[src/rtl/mlds_pkg.sv]
// Package for the multi-lens deflection summer: sizes, FSM states,
// datapath op codes and controller/datapath interface structs. No dependencies.
package mlds_pkg;

	localparam int MAX_LENSES  = 256;
	localparam int LENS_AW     = $clog2(MAX_LENSES);
	localparam int CNT_W       = 9;
	localparam int RADII_W     = 36;
	localparam int CENTERS_W   = 32;
	localparam int SQRT_STEPS  = 26;
	localparam int DIV_STEPS   = 18;
	localparam int STEP_W      = 5;

	localparam logic [1:0] REG_CLUSTER_COUNT = 2'd0;
	localparam logic [1:0] REG_ROW_OFFSET    = 2'd1;
	localparam logic [1:0] REG_COL_OFFSET    = 2'd2;

	typedef enum logic [3:0] {
		S_IDLE, S_READ, S_OFS, S_SQ, S_SUM, S_SQRT, S_MUL1, S_MUL2,
		S_MUL3, S_DINIT, S_DIV, S_ACC, S_NEXT, S_DONE
	} state_t;

	typedef enum logic [3:0] {
		OP_NONE, OP_LOAD, OP_OFS, OP_SQ, OP_SUM, OP_SQRT, OP_MUL1, OP_MUL2,
		OP_MUL3, OP_DINIT, OP_DIV, OP_ACC, OP_PUBLISH
	} dp_op_t;

	typedef struct packed {
		dp_op_t op;
	} dp_cmd_t;

	typedef struct packed {
		logic ss_zero;
	} dp_stat_t;

endpackage

[src/rtl/mlds_ctrl.sv]
// Controller FSM: sequences entries, sqrt and divide iterations, handshakes.
// Depends on mlds_pkg.
module mlds_ctrl (
	input  logic                   clk,
	input  logic                   arst_n,
	input  logic                   in_valid,
	output logic                   in_ready,
	input  logic                   cmd,
	input  logic [8:0]             cluster_count,
	output logic                   out_valid,
	input  logic                   out_ready,
	output logic [7:0]             raddr,
	output mlds_pkg::dp_cmd_t      dp_cmd,
	input  mlds_pkg::dp_stat_t     dp_stat
);
	import mlds_pkg::*;

	state_t             state_q, state_d;
	logic [CNT_W-1:0]   k_q, n_q;
	logic [STEP_W-1:0]  step_q;
	logic               out_valid_q;
	logic               eval_go, publish;

	assign in_ready  = (state_q == S_IDLE);
	assign eval_go   = in_valid && in_ready && cmd;
	assign publish   = (state_q == S_DONE) && (!out_valid_q || out_ready);
	assign out_valid = out_valid_q;
	assign raddr     = k_q[LENS_AW-1:0];

	always_comb begin
		state_d = state_q;
		unique case (state_q)
			S_IDLE: begin
				if (eval_go) begin
					state_d = (cluster_count == '0) ? S_DONE : S_READ;
				end
			end
			S_READ:  state_d = S_OFS;
			S_OFS:   state_d = S_SQ;
			S_SQ:    state_d = S_SUM;
			S_SUM:   state_d = S_SQRT;
			S_SQRT: begin
				if (dp_stat.ss_zero) state_d = S_NEXT;
				else if (step_q == '0) state_d = S_MUL1;
			end
			S_MUL1:  state_d = S_MUL2;
			S_MUL2:  state_d = S_MUL3;
			S_MUL3:  state_d = S_DINIT;
			S_DINIT: state_d = S_DIV;
			S_DIV: begin
				if (step_q == '0) state_d = S_ACC;
			end
			S_ACC:   state_d = S_NEXT;
			S_NEXT:  state_d = (k_q + 1'b1 == n_q) ? S_DONE : S_READ;
			S_DONE: begin
				if (publish) state_d = S_IDLE;
			end
			default: state_d = S_IDLE;
		endcase
	end

	always_comb begin
		dp_cmd.op = OP_NONE;
		unique case (state_q)
			S_IDLE:  dp_cmd.op = eval_go ? OP_LOAD : OP_NONE;
			S_OFS:   dp_cmd.op = OP_OFS;
			S_SQ:    dp_cmd.op = OP_SQ;
			S_SUM:   dp_cmd.op = OP_SUM;
			S_SQRT:  dp_cmd.op = dp_stat.ss_zero ? OP_NONE : OP_SQRT;
			S_MUL1:  dp_cmd.op = OP_MUL1;
			S_MUL2:  dp_cmd.op = OP_MUL2;
			S_MUL3:  dp_cmd.op = OP_MUL3;
			S_DINIT: dp_cmd.op = OP_DINIT;
			S_DIV:   dp_cmd.op = OP_DIV;
			S_ACC:   dp_cmd.op = OP_ACC;
			S_DONE:  dp_cmd.op = publish ? OP_PUBLISH : OP_NONE;
			default: dp_cmd.op = OP_NONE;
		endcase
	end

	always_ff @(posedge clk or negedge arst_n) begin
		if (!arst_n) begin
			state_q     <= S_IDLE;
			k_q         <= '0;
			n_q         <= '0;
			step_q      <= '0;
			out_valid_q <= 1'b0;
		end else begin
			state_q <= state_d;
			if (eval_go) begin
				k_q <= '0;
				n_q <= (cluster_count > CNT_W'(MAX_LENSES)) ? CNT_W'(MAX_LENSES)
				                                             : cluster_count;
			end
			if (state_q == S_NEXT) k_q <= k_q + 1'b1;
			if (state_q == S_SUM) step_q <= STEP_W'(SQRT_STEPS - 1);
			else if (state_q == S_DINIT) step_q <= STEP_W'(DIV_STEPS - 1);
			else if ((state_q == S_SQRT || state_q == S_DIV) && step_q != '0)
				step_q <= step_q - 1'b1;
			if (publish) out_valid_q <= 1'b1;
			else if (out_ready) out_valid_q <= 1'b0;
		end
	end

`ifndef SYNTHESIS
	a_read_in_range: assert property (@(posedge clk) disable iff (!arst_n)
		(state_q == S_READ) |-> (k_q < n_q))
		else $error("entry index past active count");
	a_out_hold: assert property (@(posedge clk) disable iff (!arst_n)
		(out_valid_q && !out_ready) |=> out_valid_q)
		else $error("result dropped before transfer");
	a_publish: assert property (@(posedge clk) disable iff (!arst_n)
		publish |=> (out_valid_q && state_q == S_IDLE))
		else $error("publish did not raise out_valid");
`endif
endmodule

[config.mk]
export PLATFORM = sky130hd
export DESIGN_NAME = mlds_ctrl
export DESIGN_NICKNAME = d
export VERILOG_FILES = /design/src/rtl/mlds_pkg.sv /design/src/rtl/mlds_ctrl.sv
export SDC_FILE = /design/constraint.sdc
export NUM_CORES = 1
export LEC_CHECK = 0
export ABC_AREA = 1
export BUFFER_PORTS_ARGS = -buffer_cell sky130_fd_sc_hd__buf_2
export CORE_MARGIN = 10
export CORE_UTILIZATION = 56
export DETAILED_ROUTE_END_ITERATION = 6
export GPL_TIMING_DRIVEN = 0
export PLACE_DENSITY = 0.79
export SETUP_SLACK_MARGIN = 0.15
export SLEW_MARGIN = 15
export SYNTH_ARGS = -nofsm -noshare
export SYNTH_HDL_FRONTEND = slang
export SYNTH_SLANG_ARGS = --single-unit
[constraint.sdc]
create_clock -name clk -period 2.1 [get_ports clk]
set_input_delay 0.105 -clock clk [delete_from_list [all_inputs] [get_ports clk]]
set_output_delay 0.105 -clock clk [all_outputs]
set_load 0.05 [all_outputs]
## Word-level counts from Yosys, hierarchy flattened

Index checks and enable logic that the tools add are counted.

- Register bits after elaboration: 28
- Bits in latches: 0
- Bits in writable memories: 0
- Bits in read-only memories: 0
- Bits of input ports: 15
- Output and inout port bits: 14
- Logic and storage cells: 61
- Memories: 0

- $add $sub $neg: 2
- Multiply operators: 0
- Div/mod/pow operators: 0
- Order comparisons: 1
- Equality and inequality tests: 18
- Shifts and indexed selects: 0
- Mux-type cells: 20
- Bitwise gates (word level): 0
- Reductions and logical operators: 15

Operators by type and width:

| operator | count |
|---|---|
| $pmux 4 s14 | 1 |
| $pmux 4 s12 | 1 |
| $mux 4 | 8 |
| $mux 9 | 3 |
| $eq 4x4->1 const B | 6 |
| $eq 4x3->1 const B | 4 |
| $mux 5 | 3 |
| $add 9x1->9 const B | 1 |
| $eq 9x9->1 | 1 |
| $gt 9x9->1 const B | 1 |
| $logic_not 9->1 | 1 |
| $eq 4x2->1 const B | 2 |
| $logic_not 5->1 | 1 |
| $reduce_bool 5->1 | 1 |
| $sub 5x1->5 const B | 1 |
| $eq 4x1->1 const B | 1 |
| $logic_and 1x1->1 | 4 |
| $logic_not 4->1 | 1 |
| $ne 2x2->1 const B | 2 |
| $reduce_and 4->1 | 1 |
| $reduce_bool 2->1 | 2 |
| $mux 1 | 3 |
| $mux 3 | 1 |
| $ne 3x3->1 const B | 1 |
| other kinds (4) | 5 |

## Longest topological paths before layout

- Depth in word-level cells: 6
- Depth in mapped cells: 13

## Worst setup path after synthesis

Ideal clock, no wire load.

- Path kind: reg2reg
- From: reg k_q[0]
- To: reg state_q[2]
- Library setup time: 67 ps
- Data arrival time: 1468 ps
- Required time: 2033 ps
- Setup slack: 566 ps
- Stages on the path, launching flop included: 14
- Buffers on the path: 0
- Period minus slack after synthesis: 1534 ps
- Cells stage by stage: dfrtp_1 > ha_1 > nand2_1 > inv_1 > nand2_1 > o21ai_0 > nand2_1 > nand2_1 > nand2_1 > nor2_1 > nand2_1 > nand3_1 > nand2_1 > nand2_1

- Longest elaborated chain between the ends: 4

RTL lines:

| what | RTL line | source |
|---|---|---|
| start, declared | mlds_ctrl.sv:19 | `logic [CNT_W-1:0] k_q, n_q;` |
| start signal, assigned | mlds_ctrl.sv:95 | `if (state_q == S_NEXT) k_q <= k_q + 1'b1;` |
| $add 9x1->9 | mlds_ctrl.sv:54 | `S_NEXT: state_d = (k_q + 1'b1 == n_q) ? S_DONE : S_READ;` |
| $eq 9x9->1 | mlds_ctrl.sv:54 |  |
| $mux 4 | mlds_ctrl.sv:54 |  |
| $pmux 4 s14 | mlds_ctrl.sv:32 | `unique case (state_q)` |
| end signal, assigned | mlds_ctrl.sv:89 | `state_q <= state_d;` |
| end, declared | mlds_ctrl.sv:18 | `state_t state_q, state_d;` |

Every way passes these cells.
A chain may end at the register's enable or synchronous reset.

==> out/qor.csv <==
metric,value,unit
crit_slowest_cell,dfrtp_1,
period_share,88.9,%
worstSetupPathType,flip-flop to output pin,
htreeDepth,1,
synth.avg_cell_area,6.94,um2
antenna_cells,0,
p_leak,0.00112,uW
drc,0,
ir_drop,893,uV
synth_cells,263,
syn2layout_area_growth,16.6,%
syn_area,1820,um2
first_pass_iters,4,
grt_usage,14.1,%
drv_slew,0,
critPathMaxStageDelay,450,ps
clk_latency,330,ps
vias,1727,
io_pins,29,
drt_iter0_drc,125,
pre_cts_ws,330,ps
drt-total-wl,4080,um
crit_path_end_kind,output pin,
place_congestion,0.935,
overflow,0,
ctsRootBufferMaster,clkbuf_4,
finalSetupTns,0,ps
drive_gt1_share,23.3,%
cts_sinks,28,
synth.yosys.seq_area_share,38.4,%
synthDistinctLibCells,27,
cts_tree,done,
finClkSkew,3.10,ps
power_density,1190,nW/um2
die_height,77.1,um
wire_per_inst,11.8,um
crit_path_cell_trace,"inv_2, nand2_1, inv_1, nand2_2, nor2_4, inv_2, nand3_1, buf_4",
rsz0062_at_grt,yes,
status,"complete, no violations",
grt_pass1_wl,7340,um
vias_per_cell,5.02,
grt_max_degree,29,
cp.required,2000,ps
slew_headroom,58.4,%
ys_warn_count,0,
path_max_fanout,5,
worstMarginPinSlew,624,ps
core,3080,um2
timing.final.crit_period,1870,ps
start_util,59.3,%
arrival,1760,ps
path_common_cell,inv_2,
drtAntennaViolNets,0,
max_freq,535,MHz
numCtsBuffers,3,
first_global_vias,1754,
port_buffers,28,
hold_viol_final,0,
final_common_cell,nand2_1,
grt_antenna_before_repair,0,
cts_buffer_depth,2,
worst_slack,232,ps
min_path_type,input port to flip-flop,
layout.nets,319,
dieArea,5940,um2
drv_cap,0,
clk_pin_slew,150,ps
ys_ff_latch,28,
setup_violations,0,
final_cell_mix,"nand2_1, inv_1, nand3_1, buf_2, dfrtp_1",
rows,20,
syn_nets,281,
die_x,77.1,um
hpwl,3290,um
worstSetupStartpointType,flip-flop,
==> per-layer routing <==
metal  GRT usage, %  up-vias  share of wire (%)
met5              0        -                  0
met3           3.50        6                5.6
met1           16.2      767                 44
met2           25.3       42                 49
li1               -      912                  -
met4           4.01        0               0.88
==> flip-flops by register name, indices dropped and copies added, names as in the netlist <==
name       flops
n_q            9
out_valid      1
k_q            9
state_q        4
step_q         5
==> repair_timing <==
action / CTS / global route
buffers inserted: 0 / 2
endpoints found under the hold margin: 30 / 0
resized for setup: 2 / 6
pin swaps: 0 / 1
hold buffers: 3 / 0
endpoints found under the setup margin: 1 / 5
==> critical path, delay by kind of cell (launching register included) <==
family                 cells  cell delay, ps
buffers and inverters      4             510
DFF                        1             450
and+or+nand+nor            4             460
==> kinds of logic after synthesis <==
family | share of synthesized area (%)
xor gates and xnor gates | 0.480
adders and majority gates | 2.06
and+or+nand+nor | 34.1
buffers and inverters | 13.0
AOI/OAI and AO/OA | 11.9
DFF | 38.4
==> power breakdown <==
part / internal, uW / leakage, uW / switching [uW]
registers: 712 / 0.000356 / 136
clock network: 193 / 0.0000279 / 164
logic: 428 / 0.000734 / 894
==> metrics by stage <==
stage	std cells	hold WS (ps)	util, %	power, uW	instance area (um2)
finish	344	13.3	69.1	2530	2130
global route	344	8.67	69.1	2760	2130
CTS	342	19.1	68.4	2500	2100
detailed placement	335	153	65.6	2140	2020
global placement	335	152	65.6	2110	2020
floorplan	263	-191	-	1860	1820
==> worst paths after layout <==
kind | end | cells after the start | startpoint | slack, ps
hold reg to reg | step_q[4] | 1 | step_q[4] | 500
max in group asynchronous | state_q[2] | 2 | arst_n | 1360
setup / recovery | dp_cmd[0] | 8 | state_q[0] | 230
hold / removal | n_q[7] | 3 | cluster_count[7] | 10
min in group asynchronous | k_q[1] | 2 | arst_n | 300
setup reg to reg | state_q[2] | 13 | k_q[0] | 350
==> Yosys cell counts, drive strengths merged <==
master  count  area, um2
nor2       30        140
nand3b      2       15.0
clkinv      1       3.75
a31oi       1       6.26
nand4       5       31.3
nand3      28        140
dfrtp      28        701
nand2      68        275
inv        45        169
o21ai      22        114
xor2        1       8.76
a21oi       7       38.8
o22ai       7       43.8
buf         9       65.1
nor3        4       20.0
a22oi       1       7.51
ha          3       37.5
a211oi      1       7.51
==> cell type report <==
cell class / count / area, um2
clock buffer: 3 / 22.5
multi-input combinational: 180 / 886
timing repair buffer: 33 / 190
buffer: 9 / 65.1
tap: 44 / 55.1
inverter: 46 / 173
fill: 283 / 951
clock inverter: 1 / 30.0
sequential: 28 / 706
Power figures use the tool's default switching activity.
